[config.mk]
export PLATFORM = sky130hd
export DESIGN_NAME = cms_ctrl
export DESIGN_NICKNAME = d
export VERILOG_FILES = /design/src/hw/rtl/cms_pkg.sv /design/src/hw/rtl/cms_ctrl.sv
export VERILOG_INCLUDE_DIRS = /design/src /design/src/hw/rtl
export SDC_FILE = /design/constraint.sdc
export NUM_CORES = 1
export LEC_CHECK = 0
export ABC_CLOCK_PERIOD_IN_PS = 5680
export BUFFER_PORTS_ARGS = -buffer_cell sky130_fd_sc_hd__buf_2
export CAP_MARGIN = 25
export CORE_MARGIN = 2
export CORE_UTILIZATION = 56
export CTS_CLUSTER_SIZE = 24
export DETAILED_ROUTE_END_ITERATION = 6
export GPL_TIMING_DRIVEN = 0
export PLACE_DENSITY = 0.82
export SLEW_MARGIN = 40
export SYNTH_ARGS = -nofsm -noshare
export SYNTH_HDL_FRONTEND = slang
export SYNTH_SLANG_ARGS = --single-unit
[constraint.sdc]
create_clock -name clk -period 5.68 [get_ports clk]
set_input_delay 0.568 -clock clk [delete_from_list [all_inputs] [get_ports clk]]
set_output_delay 0.568 -clock clk [all_outputs]
set_load 0.005 [all_outputs]
[src/hw/rtl/count_min_sketch_seed_param_core_macros.svh]
// Assertion macros shared by the sketch RTL.
`ifndef COUNT_MIN_SKETCH_SEED_PARAM_CORE_MACROS_SVH
`define COUNT_MIN_SKETCH_SEED_PARAM_CORE_MACROS_SVH

// Property that must hold whenever the block is out of reset.
`define CMS_ASSERT(label, clk, rst, prop, msg) \
  label: assert property (@(posedge clk) disable iff (rst) (prop)) else $error(msg);

// Property checked at every edge, reset included.
`define CMS_ASSERT_ALWAYS(label, clk, prop, msg) \
  label: assert property (@(posedge clk) (prop)) else $error(msg);

`endif

[src/hw/rtl/cms_pkg.sv]
// ---------------------------------------------------------------------------
// cms_pkg
// Shared types and constants of the count-min sketch seed block.
// ---------------------------------------------------------------------------
`default_nettype none
package cms_pkg;

  localparam int unsigned ROWS = 4;
  localparam int unsigned ROW_BITS = 2;
  localparam int unsigned WORD_BITS = 32;

  // Controller states, one-hot.
  typedef enum logic [8:0] {
    ST_CLEAR  = 9'b000000001,
    ST_IDLE   = 9'b000000010,
    ST_MOD    = 9'b000000100,
    ST_READ   = 9'b000001000,
    ST_UPD    = 9'b000010000,
    ST_DIV    = 9'b000100000,
    ST_REM    = 9'b001000000,
    ST_FIN    = 9'b010000000,
    ST_OUT    = 9'b100000000
  } state_t;

  // Controller to datapath commands.
  typedef struct packed {
    logic load;       // capture input item
    logic mod_start;  // start hash mod width for current row
    logic mem_read;   // issue read of current row index
    logic mem_write;  // write incremented counter, fold into min
    logic div_start;  // start min / divisor
    logic rem_start;  // start nonce % (quot+1)
    logic finish;     // form result registers
    logic clr_write;  // write zero at clear pointer
    logic [1:0] row;  // row being worked on
  } cmd_t;

  // Datapath to controller status.
  typedef struct packed {
    logic div_busy;
    logic clr_last;
  } stat_t;

  // Register indexes.
  localparam logic [1:0] REG_WIDTH   = 2'd0;
  localparam logic [1:0] REG_DIVISOR = 2'd1;
  localparam logic [1:0] REG_BLOWUP  = 2'd2;
  localparam logic [1:0] REG_THRESH  = 2'd3;

endpackage
`default_nettype wire

[src/hw/rtl/cms_ctrl.sv]
// ---------------------------------------------------------------------------
// cms_ctrl
// Sequencer: clear sweep, row updates, divide, modulo and result hand-off.
// ---------------------------------------------------------------------------
`default_nettype none
`include "count_min_sketch_seed_param_core_macros.svh"
module cms_ctrl (
  input  wire logic      clk,
  input  wire logic      rst,
  input  wire logic      in_valid,
  output logic           in_ready,
  output logic           out_valid,
  input  wire logic      out_ready,
  input  wire logic      mode,
  input  cms_pkg::stat_t stat,
  output cms_pkg::cmd_t  cmd
);
  cms_pkg::state_t state, state_next;
  logic [1:0] row, row_next;
  logic       out_v_next;
  logic       started, started_next;

  // A held result does not block intake; the next item waits in FIN instead.
  assign in_ready = (state == cms_pkg::ST_IDLE);

  always_comb begin
    state_next   = state;
    row_next     = row;
    out_v_next   = out_valid;
    started_next = started;
    cmd          = '0;
    cmd.row      = row;
    if (out_valid && out_ready) out_v_next = 1'b0;
    unique case (state)
      cms_pkg::ST_CLEAR: begin
        cmd.clr_write = 1'b1;
        if (stat.clr_last) state_next = started ? cms_pkg::ST_FIN : cms_pkg::ST_IDLE;
      end
      cms_pkg::ST_IDLE: begin
        if (in_valid && in_ready) begin
          cmd.load     = 1'b1;
          row_next     = '0;
          started_next = 1'b1;
          state_next   = mode ? cms_pkg::ST_CLEAR : cms_pkg::ST_MOD;
        end
      end
      cms_pkg::ST_MOD: begin
        cmd.mod_start = 1'b1;
        state_next    = cms_pkg::ST_READ;
      end
      cms_pkg::ST_READ: begin
        if (!stat.div_busy) begin
          cmd.mem_read = 1'b1;
          state_next   = cms_pkg::ST_UPD;
        end
      end
      cms_pkg::ST_UPD: begin
        cmd.mem_write = 1'b1;
        row_next      = row + 1'b1;
        state_next    = (row == 2'd3) ? cms_pkg::ST_DIV : cms_pkg::ST_MOD;
      end
      cms_pkg::ST_DIV: begin
        cmd.div_start = 1'b1;
        state_next    = cms_pkg::ST_REM;
      end
      cms_pkg::ST_REM: begin
        if (!stat.div_busy) begin
          cmd.rem_start = 1'b1;
          state_next    = cms_pkg::ST_OUT;
        end
      end
      cms_pkg::ST_OUT: begin
        if (!stat.div_busy) state_next = cms_pkg::ST_FIN;
      end
      cms_pkg::ST_FIN: begin
        // wait until the result register is free
        if (!out_valid || out_ready) begin
          cmd.finish = 1'b1;
          out_v_next = 1'b1;
          state_next = cms_pkg::ST_IDLE;
        end
      end
      default: state_next = cms_pkg::ST_IDLE;
    endcase
  end

  always_ff @(posedge clk) begin
    if (rst) begin
      state     <= cms_pkg::ST_CLEAR;
      row       <= '0;
      out_valid <= 1'b0;
      started   <= 1'b0;
    end else begin
      state     <= state_next;
      row       <= row_next;
      out_valid <= out_v_next;
      started   <= started_next;
    end
  end

  `CMS_ASSERT(a_onehot, clk, rst, $onehot(state), "state not one-hot")
  `CMS_ASSERT(a_hold, clk, rst, (out_valid && !out_ready) |=> out_valid, "result dropped")
  `CMS_ASSERT(a_fin_free, clk, rst, cmd.finish |-> !out_valid || out_ready,
              "result overwritten")
endmodule
`default_nettype wire

**Word level (Yosys, flattened, before mapping)**

Cells that the tools add are included.
Widths: inputs -> output; s select.

- Word-level logic and storage cells: 55
- Bits of input ports: 7
- Output and inout port bits: 12
- Register bits: 13

- Equal/unequal tests: 16
- Add/sub/neg operators: 1
- Reduce and logical (&&, ||, !) cells: 8
- Mux-type cells: 26

Operators with widths:

| kind | count |
|---|---|
| $pmux 9 s9 | 1 |
| $mux 9 | 6 |
| $mux 1 | 14 |
| $ne 2x2->1 const B | 5 |
| $eq 9x1->1 const B | 1 |
| $eq 9x2->1 const B | 1 |
| $eq 9x3->1 const B | 1 |
| $eq 9x4->1 const B | 1 |
| $eq 9x5->1 const B | 1 |
| $eq 9x6->1 const B | 1 |
| $eq 9x7->1 const B | 1 |
| $eq 9x8->1 const B | 1 |
| $eq 9x9->1 const B | 1 |
| $mux 8 | 1 |
| $mux 6 | 1 |
| $reduce_and 6->1 | 1 |
| $pmux 2 s2 | 1 |
| $reduce_and 2->1 | 2 |
| $mux 3 | 1 |
| $add 2x1->2 const B | 1 |
| $eq 2x2->1 const B | 1 |
| $logic_and 1x1->1 | 2 |
| $mux 2 | 1 |
| $ne 2x1->1 const B | 1 |
| other kinds (3) | 3 |

**Logic depth before layout (Yosys ltp)**

Gate-level depths: netlist of the first run.

- Depth in word-level cells: 4
- Depth in mapped cells: 6
- Mapped depth without buffers: 4

**Worst setup path before layout of the first run**

No wires, ideal clock.

- Path type: flip-flop to output port
- Start point: register state[8]
- End point: output cmd[6] (netlist name)
- Arrival: 1614 ps
- Cell stages (with the launch flop): 6
- Path slack: 3498 ps
- Cell sequence: dfxtp_1 buf_4 or4_4 or4_1 buf_2 inv_1

RTL lines:

| element | RTL line | text |
|---|---|---|
| start: declaration | cms_ctrl.sv:18 | `cms_pkg::state_t state, state_next;` |
| start signal: assignment | cms_ctrl.sv:89 | `state <= cms_pkg::ST_CLEAR;` |
| start signal: assignment | cms_ctrl.sv:94 | `state <= state_next;` |
| end: declaration | cms_ctrl.sv:16 | `output cms_pkg::cmd_t cmd` |

==> results of run 1 <==
==> final cells by class <==
| type | count | area share (%) |
|---|---|---|
| Multi-Input combinational cell | 79 | 51.96 |
| Sequential cell | 13 | 26.36 |
| Timing Repair Buffer | 18 | 9.125 |
| Buffer | 8 | 4.436 |
| Inverter | 9 | 3.422 |
| Clock buffer | 4 | 2.662 |
| Tap cell | 16 | 2.028 |
==> power groups by stage <==
| stage | clock (mW) | sequential, mW | combinational, mW |
|---|---|---|---|
| after global placement | 0 | 0.0977 | 0.0390 |
| final | 0.0610 | 0.0957 | 0.0413 |
| after floorplan | 0 | 0.0974 | 0.0285 |
| after detailed placement | 0 | 0.0978 | 0.0399 |
| after global routing | 0.0639 | 0.0959 | 0.0453 |
| after CTS | 0.0606 | 0.0957 | 0.0403 |
==> synthesized netlist by cell type (all sizes together) <==
| cell | instances | area share [%] |
|---|---|---|
| or3 | 3 | 2.2 |
| o211a | 1 | 1.2 |
| o31ai | 2 | 1.8 |
| or4 | 2 | 2.2 |
| a21boi | 1 | 0.89 |
| nor2 | 11 | 4.9 |
| a211o | 1 | 1.0 |
| dfxtp | 13 | 31 |
| xnor2 | 1 | 1.0 |
| mux2i | 1 | 1.2 |
| a211oi | 1 | 0.89 |
| nor3b | 3 | 2.7 |
| a41oi | 1 | 1.0 |
| ha | 1 | 1.5 |
| or2 | 3 | 2.2 |
| nand3 | 3 | 1.8 |
| a31oi | 2 | 1.5 |
| clkbuf | 4 | 1.8 |
| nand2 | 5 | 2.2 |
| inv | 9 | 4.0 |
| or4b | 1 | 1.2 |
| o21a | 1 | 0.89 |
| nor2b | 2 | 1.5 |
| o21ai | 3 | 1.8 |
| nand2b | 5 | 3.7 |
| buf | 4 | 3.4 |
| nor4b | 2 | 2.1 |
| nand4 | 4 | 3.0 |
| o32a | 1 | 1.2 |
| o2111ai | 1 | 1.0 |
| nor4 | 3 | 2.2 |
| nor3 | 3 | 2.4 |
| o221ai | 1 | 1.0 |
| and4 | 1 | 1.0 |
| a21oi | 7 | 4.6 |
| a2111oi | 1 | 1.2 |
| nand4b | 1 | 1.0 |
==> kinds of logic after synthesis <==
kind of cell / share of synthesized area [%]
buffers and inverters: 9.185
XOR/XNOR: 1.037
adder cells (fa/ha/maj): 1.481
multiplexers: 1.185
AO/OA/AOI/OAI: 20.00
AND/OR/NAND/NOR: 36.30
flip-flops: 30.81
==> how the worst min path moves through the flow <==
stage	from	endpoint	slack [ps]
3_5_place_dp	started$_SDFFE_PP0P_	started$_SDFFE_PP0P_	460
2_1_floorplan	started$_SDFFE_PP0P_	started$_SDFFE_PP0P_	440
6_report	rst	state[5]$_SDFFE_PP0P_	460
4_1_cts	rst	state[5]$_SDFFE_PP0P_	470
5_1_grt	rst	state[5]$_SDFFE_PP0P_	470
3_3_place_gp	started$_SDFFE_PP0P_	started$_SDFFE_PP0P_	460
==> through the flow <==
stage	std cells	hold slack, ps	cell area (um^2)	setup WS, ps
floorplan	109	439.2	844.6	3498
global placement	143	465.0	954.7	3258
detailed placement	143	463.7	960.9	3353
CTS	147	469.5	987.2	3020
global route	147	471.8	987.2	2962
finish	147	464.8	987.2	3024
==> sequential cells by signal (all words and copies together), names as in the netlist <==
name,cells
state,9
row,2
out_valid,1
started,1
==> layer usage <==
metal	GRT usage, %	wire length, um
met5	0	0
met4	15.00	67
met3	3.404	160
met2	42.73	988
met1	29.58	897
==> critical path, delay by kind of cell, from the launching register on <==
family	cells	cell delay (ps)
DFF	1	300
buffers and inverters	4	480
and+or+nand+nor	2	1010
==> impl_metrics.ini, run 1 <==
[layout]
nets = 140
areaGrowthSynthToFinish_pct = 16.89
drive_above_1_share_pct = 22.90
multi_input_area_um2 = 513.0
antennaDiodeCount = 0
layout.cells.most_common = buf_2
final_cell_mix = buf_2, dfxtp_1, nor2_1
fillers = 133
final_core_util_pct = 67.90
seqCellArea_um2 = 260.3

[logic_synthesis]
synth.cell_area_um2 = 844.6
netlist_instances = 109
synth_warnings = 0
synth_cell_types = 44
avgSynthCellArea_um2 = 7.748
ys_seq_elements = 13
syn_nets = 117
yosysSeqAreaShare_pct = 30.81

[worst_setup_path]
r2r_end = row[0]$_SDFFE_PP0P_
required_ps = 5110
worstSetupPathType = flip-flop to output port
crit_arrival_ps = 2090
crit_start = state[8]$_SDFFE_PP0P_
worstRegToRegCells = 6
cp_common_cell = buf_2
slowest_stage = or4_4
crit_chain = buf_4 > or4_4 > or4_1 > buf_2 > inv_1 > buf_2
cp_max_fo = 8
cp_slowest_stage_delay_ps = 540
cp-start-kind = flip-flop
rrSetupSlack_ps = 3600
worstReg2RegStart = state[8]$_SDFFE_PP0P_
end_kind = output port
critPathCapture = cmd[6]

[sta]
rsz0062_at_grt = no
slew_headroom_pct = 46.00
final-setup-viol-count = 0
hold_viol_final = 0
timing.final.crit_share_pct = 46.76
finClkSkew_ps = 2.570
period_needed_ps = 2656
fmax_mhz = 376.5
max_slew.worst_pin.slew_ps = 803.8
maxSlewViolCount = 0
finalSetupTns_ps = 0

[detailed_routing]
via_per_inst = 6.218
route.detailed.drc = 0
route.detailed.wl_per_inst_um = 14.37
wl_mm = 2.113
drt_iter0_markers = 42
firstDrtPassIters = 4
drtAntennaViolNets = 0
num_vias = 914

[grt]
grt.total_usage_pct = 25.15
first_global_vias = 829
grt_start_max_net_pins = 11
grt_pass1_wl_mm = 3.443
antenna_found_initial = 0
grt_overflow_total = 0

[floorplan]
rows = 14
dieArea_um2 = 1835
die_x_um = 42.84
io_pins = 19
core_area_um2 = 1454
die_h_um = 42.84
start_util_pct = 58.09

[power_and_ir_drop]
p_sw_mw = 0.05967
power.share.clock_pct = 30.8
sw_frac_of_total_pct = 30.12
leakage_nw = 0.4471
combPwrFrac_pct = 20.9
p_per_area_nw_per_um2 = 200.6
intPower_mw = 0.1384
p_seq_share_pct = 48.3
power.total_mw = 0.1981
ir_drop_mv = 0.1249

[clock_tree]
cts_hold_buffers = 0
cts_setup_buffers = 0
cts_resized = 0
cts_tree = built
clock_sinks = 13
cts_buffers = 3
clockBufferDepth = 2
cts-root-buf = clkbuf_4
path_clk_slew_ps = 80
insertion_delay_ps = 290
htreeDepth = 1

[placed_design]
routabilityCongestion = 0.8200
hpwlAfterDp_mm = 1.541
portBuffers = 18

[run_status]
status = complete, no violations

[min_path]
min_path_type = primary input to flip-flop
holdPathStages = 2

[flow_run]
max-cap-violations = 0
No activity file was read; power rests on OpenSTA's default activity.
==> inputs of run 2 (changes only) <==
--- a/config.mk
+++ b/config.mk
@@ -6,15 +6,15 @@
 export SDC_FILE = /design/constraint.sdc
 export NUM_CORES = 1
 export LEC_CHECK = 0
-export ABC_CLOCK_PERIOD_IN_PS = 5680
+export ABC_CLOCK_PERIOD_IN_PS = 2700
 export BUFFER_PORTS_ARGS = -buffer_cell sky130_fd_sc_hd__buf_2
 export CAP_MARGIN = 25
 export CORE_MARGIN = 2
-export CORE_UTILIZATION = 56
+export CORE_UTILIZATION = 52
 export CTS_CLUSTER_SIZE = 24
 export DETAILED_ROUTE_END_ITERATION = 6
 export GPL_TIMING_DRIVEN = 0
-export PLACE_DENSITY = 0.82
+export PLACE_DENSITY = 0.77
 export SLEW_MARGIN = 40
 export SYNTH_ARGS = -nofsm -noshare
 export SYNTH_HDL_FRONTEND = slang
==> constraint.sdc (replaced) <==
create_clock -name clk -period 2.7 [get_ports clk]
set_input_delay 0.27 -clock clk [delete_from_list [all_inputs] [get_ports clk]]
set_output_delay 0.27 -clock clk [all_outputs]
set_load 0.005 [all_outputs]
==> impl_metrics.ini, run 2 (synthesized netlist as in run 1, its figures left out) <==
[floorplan]
die_x_um = 44.30
core_area_um2 = 1506
io_pins = 19
dieArea_um2 = 1962
start_util_pct = 56.06
die_h_um = 44.30
rows = 14

[clock_tree]
cts_resized = 0
htreeDepth = 1
cts_tree = built
cts_setup_buffers = 0
path_clk_slew_ps = 90
clockBufferDepth = 2
cts_buffers = 3
cts_hold_buffers = 0
clock_sinks = 13
cts-root-buf = clkbuf_4
insertion_delay_ps = 290

[sta]
rsz0062_at_grt = no
finalSetupTns_ps = 0
maxSlewViolCount = 0
timing.final.crit_share_pct = 87.79
hold_viol_final = 0
slew_headroom_pct = 43.58
finClkSkew_ps = 2.622
fin_ws_ps = 329.6
period_needed_ps = 2370
max_slew.worst_pin.slew_ps = 839.8
final-setup-viol-count = 0
fmax_mhz = 421.9
fin_hold_ws_ps = 167.9

[grt]
first_global_vias = 822
grt_overflow_total = 0
antenna_found_initial = 0
grt.total_usage_pct = 24.41
grt_start_max_net_pins = 11
grt_pass1_wl_mm = 3.477

[placed_design]
routabilityCongestion = 0.8957
pre_cts_ws_ps = 634.1
placed_cell_area_um2 = 960.9
portBuffers = 18
place_inst = 143
hpwlAfterDp_mm = 1.494

[detailed_routing]
route.detailed.wl_per_inst_um = 14.00
via_per_inst = 6.163
wl_mm = 2.058
drtAntennaViolNets = 0
drt_iter0_markers = 32
num_vias = 906
route.detailed.drc = 0
firstDrtPassIters = 4

[worst_setup_path]
end_kind = output port
cp_max_fo = 8
rrSetupSlack_ps = 610
worstReg2RegStart = state[1]$_SDFFE_PP0P_
crit_chain = buf_4 > or4_4 > or4_1 > buf_2 > inv_1 > buf_2
slowest_stage = or4_4
r2r_end = state[4]$_SDFFE_PP0P_
worstRegToRegCells = 5
crit_arrival_ps = 2100
cp_common_cell = buf_2
cp-start-kind = flip-flop
required_ps = 2430
worstSetupPathType = flip-flop to output port
cp_slowest_stage_delay_ps = 540

[min_path]
min-delay-start = rst
min_path_type = primary input to flip-flop
holdPathStages = 2
whs_endpoint = state[5]$_SDFFE_PP0P_

[layout]
reg.largest.list = state: 9 flops, row: 2 flops
antennaDiodeCount = 0
largest_register_ffs = 9
nets = 140
final_cell_mix = buf_2, dfxtp_1, nor2_1
fin_cells = 147
regMostFlops = state
drive_above_1_share_pct = 23.66
final_core_util_pct = 65.61
areaGrowthSynthToFinish_pct = 17.04
layout.cells.most_common = buf_2
post-route-cell-area_um2 = 988.4

[power_and_ir_drop]
p_per_area_nw_per_um2 = 424.7
ir_drop_mv = 0.2788
power.total_mw = 0.4198
leakage_nw = 0.4498

[flow_run]
max-cap-violations = 0

[run_status]
status = complete, no violations
==> run 2: cell count changes in the layout (fill, tap and decap cells not counted) <==
| cell | change |
|---|---|
| clkinv_2 | +1 |
| clkbuf_1 | -1 |
==> run 2: worst max path at each step <==
| stage | endpoint | cells after the start | startpoint |
|---|---|---|---|
| floorplan | row[0]$_SDFFE_PP0P_ | 6 | state[8]$_SDFFE_PP0P_ |
| CTS | cmd[6] | 6 | state[8]$_SDFFE_PP0P_ |
| global route | cmd[9] | 5 | state[2]$_SDFFE_PP0P_ |
| detailed placement | state[4]$_SDFFE_PP0P_ | 5 | state[1]$_SDFFE_PP0P_ |
| global placement | cmd[9] | 5 | state[6]$_SDFFE_PP0P_ |
| finish | cmd[6] | 6 | state[8]$_SDFFE_PP0P_ |
==> run 2: worst max-delay path, delay by kind of cell, from the launching register on <==
| family | cells | cell delay (ps) |
|---|---|---|
| and+or+nand+nor | 2 | 1020 |
| buffers and inverters | 4 | 480 |
| DFF | 1 | 310 |
==> run 2: metal layers <==
| metal | global-route usage, % | share of wire, % | vias up |
|---|---|---|---|
| li1 | - | - | 442 |
| met1 | 31.58 | 48 | 426 |
| met2 | 38.53 | 44 | 33 |
| met3 | 3.673 | 5.9 | 5 |
| met4 | 13.94 | 2.1 | 0 |
| met5 | 0 | 0 | - |
==> run 2: power by group <==
part / switching [mW] / total [mW] / internal [mW]
logic: 0.0503 / 0.0862 / 0.0359
registers: 0.00407 / 0.202 / 0.198
clock network: 0.0766 / 0.132 / 0.0552
==> run 2: final cells by class <==
cell class | count | area, um^2
multi-input combinational | 79 | 513.0
clock inverter | 1 | 5.005
clock buffer | 3 | 22.52
sequential | 13 | 260.3
timing repair buffer | 18 | 90.09
fill | 147 | 518.0
buffer | 8 | 43.79
inverter | 9 | 33.78
tap | 16 | 20.02
==> inputs of run 3 (changes only) <==
--- a/config.mk
+++ b/config.mk
@@ -6,6 +6,7 @@
 export SDC_FILE = /design/constraint.sdc
 export NUM_CORES = 1
 export LEC_CHECK = 0
+export ABC_AREA = 1
 export ABC_CLOCK_PERIOD_IN_PS = 2700
 export BUFFER_PORTS_ARGS = -buffer_cell sky130_fd_sc_hd__buf_2
 export CAP_MARGIN = 25
@@ -13,6 +14,7 @@
 export CORE_UTILIZATION = 52
 export CTS_CLUSTER_SIZE = 24
 export DETAILED_ROUTE_END_ITERATION = 6
+export GPL_ROUTABILITY_DRIVEN = 0
 export GPL_TIMING_DRIVEN = 0
 export PLACE_DENSITY = 0.77
 export SLEW_MARGIN = 40
==> impl_metrics.ini, run 3 <==
[logic_synthesis]
yosysMostFrequentCell = nand2_1
ys_async_sr_fraction_pct = 0
yosysTopAreaCell = dfxtp_1
synthFlopType = dfxtp_1
netlist_instances = 136
synth_edf_count = 0
ys_seq_elements = 13
synth.cell_area_um2 = 867.1
synthTopCellsByCount = nand2_1, inv_1, nor2_1
avgSynthCellArea_um2 = 6.376
yosysSeqAreaShare_pct = 30.01
synth_cell_types = 22
synth_warnings = 0
syn_nets = 144
synth_top_area_share_pct = 30.01
synth_area_leaders = dfxtp_1, nand2_1, inv_1

[detailed_routing]
wl_mm = 1.691
route.detailed.wl_per_inst_um = 9.718
via_per_inst = 4.920
drtAntennaViolNets = 0
firstDrtPassIters = 4
num_vias = 856
route.detailed.drc = 0
drt_iter0_markers = 14

[sta]
final-setup-viol-count = 0
timing.final.crit_share_pct = 61.67
finalSetupTns_ps = 0
hold_viol_final = 0
period_needed_ps = 1665
fmax_mhz = 600.5
rsz0062_at_grt = no
finClkSkew_ps = 3.075
slew_headroom_pct = 83.81
maxSlewViolCount = 0
max_slew.worst_pin.slew_ps = 242.6

[worst_setup_path]
required_ps = 2430
cp_max_fo = 5
worstSetupPathType = flip-flop to output port
end_kind = output port
cp-start-kind = flip-flop
crit_arrival_ps = 1400

[layout]
final_cell_mix = nand2_1, inv_1, nor2_1
largest_register_ffs = 9
seqCellArea_um2 = 260.3
nets = 167
final_core_util_pct = 65.10
multi_input_area_um2 = 498.0
fillers = 144
layout.cells.most_common = nand2_1
antennaDiodeCount = 0
areaGrowthSynthToFinish_pct = 15.73
reg.largest.list = state: 9 flops, row: 2 flops
regMostFlops = state
drive_above_1_share_pct = 28.48
fin_cells = 174

[floorplan]
rows = 14
die_x_um = 44.84
io_pins = 19
die_h_um = 44.84
core_area_um2 = 1541
dieArea_um2 = 2010
start_util_pct = 56.25

[clock_tree]
cts_hold_buffers = 0
cts_tree = built
path_clk_slew_ps = 80
insertion_delay_ps = 280
cts_buffers = 3
cts_setup_buffers = 0
cts_resized = 0
cts-root-buf = clkbuf_4
clock_sinks = 13
clockBufferDepth = 2
htreeDepth = 1

[placed_design]
place_inst = 170
portBuffers = 18
hpwlAfterDp_mm = 1.409

[grt]
grt.total_usage_pct = 19.93
grt_overflow_total = 0
first_global_vias = 795
grt_start_max_net_pins = 10
grt_pass1_wl_mm = 2.980
antenna_found_initial = 0

[run_status]
status = complete, no violations

[flow_run]
max-cap-violations = 0

[power_and_ir_drop]
p_per_area_nw_per_um2 = 672.9
ir_drop_mv = 0.4316
power.total_mw = 0.6753
leakage_nw = 0.5833

[min_path]
min_path_type = primary input to flip-flop
[run 3: cell count changes after synthesis, sizes merged, moves of 3 or more]
cell / change
or2: -3
nand2b: -5
buf: -4
nand3: +5
nor3b: -3
or3: -3
nand4: -4
a21oi: -3
nand2: +37
nor4: -3
inv: +20
clkbuf: -4
nor2: +20
[run 3: worst max-delay path, stage by stage (launching register included)]
cell	delay (ps)
dfxtp_1	330
nor2_2	140
inv_2	80
nor2_8	170
nand2_1	120
nor2_1	130
buf_2	130
[run 3: stage by stage]
stage | hold WS (ps) | cell area (um^2) | worst slack (ps)
6_report | 212.1 | 1003 | 1035
2_1_floorplan | 332.4 | 867.1 | 1468
5_1_grt | 221.1 | 1003 | 893.0
3_5_place_dp | 457.9 | 977.2 | 1328
3_3_place_gp | 454.9 | 977.2 | 1336
4_1_cts | 211.7 | 1003 | 1029
[run 3: path summary, 6_finish.rpt]
check | slack, ps | end | cells past startpoint | from
worst min register to register | 480 | started$_SDFFE_PP0P_ | 1 | started$_SDFFE_PP0P_
worst max register to register | 1330 | state[1]$_SDFFE_PP0P_ | 10 | state[4]$_SDFFE_PP0P_
worst max-delay path | 1030 | cmd[9] | 6 | state[4]$_SDFFE_PP0P_
worst min-delay path | 210 | state[8]$_SDFFE_PP0P_ | 2 | rst
[run 3: area by class of cell]
class	instances	area share (%)
multi-input cells	94	49.63
flip-flops and latches	13	25.94
inverters	29	10.85
repair buffers	18	8.978
clock buffers	4	2.618
well taps	16	1.995
[run 3: logic make-up after synthesis]
logic type	count (synthesis)	share of synthesized area, %
adders and majority gates	1	1.443
DFF	13	30.01
AOI/OAI and AO/OA	10	7.504
and+or+nand+nor	83	48.48
buffers and inverters	29	12.55
[run 3: metal layers]
layer	global-route usage, %	vias up	share of wire, %	wire (um)
met5	0	-	0	0
met4	7.059	0	1.9	32
met3	4.800	6	6.2	105
met2	33.04	25	47	791
met1	25.25	375	45	761
li1	-	450	-	-
[run 3: where the power goes]
group / switching [mW] / internal [mW] / total (mW) / leakage [nW]
Sequential: 0.0215 / 0.216 / 0.238 / 0.106
Combinational: 0.203 / 0.110 / 0.312 / 0.463
Clock: 0.0676 / 0.0574 / 0.125 / 0.0150
Total: 0.292 / 0.384 / 0.675 / 0.583
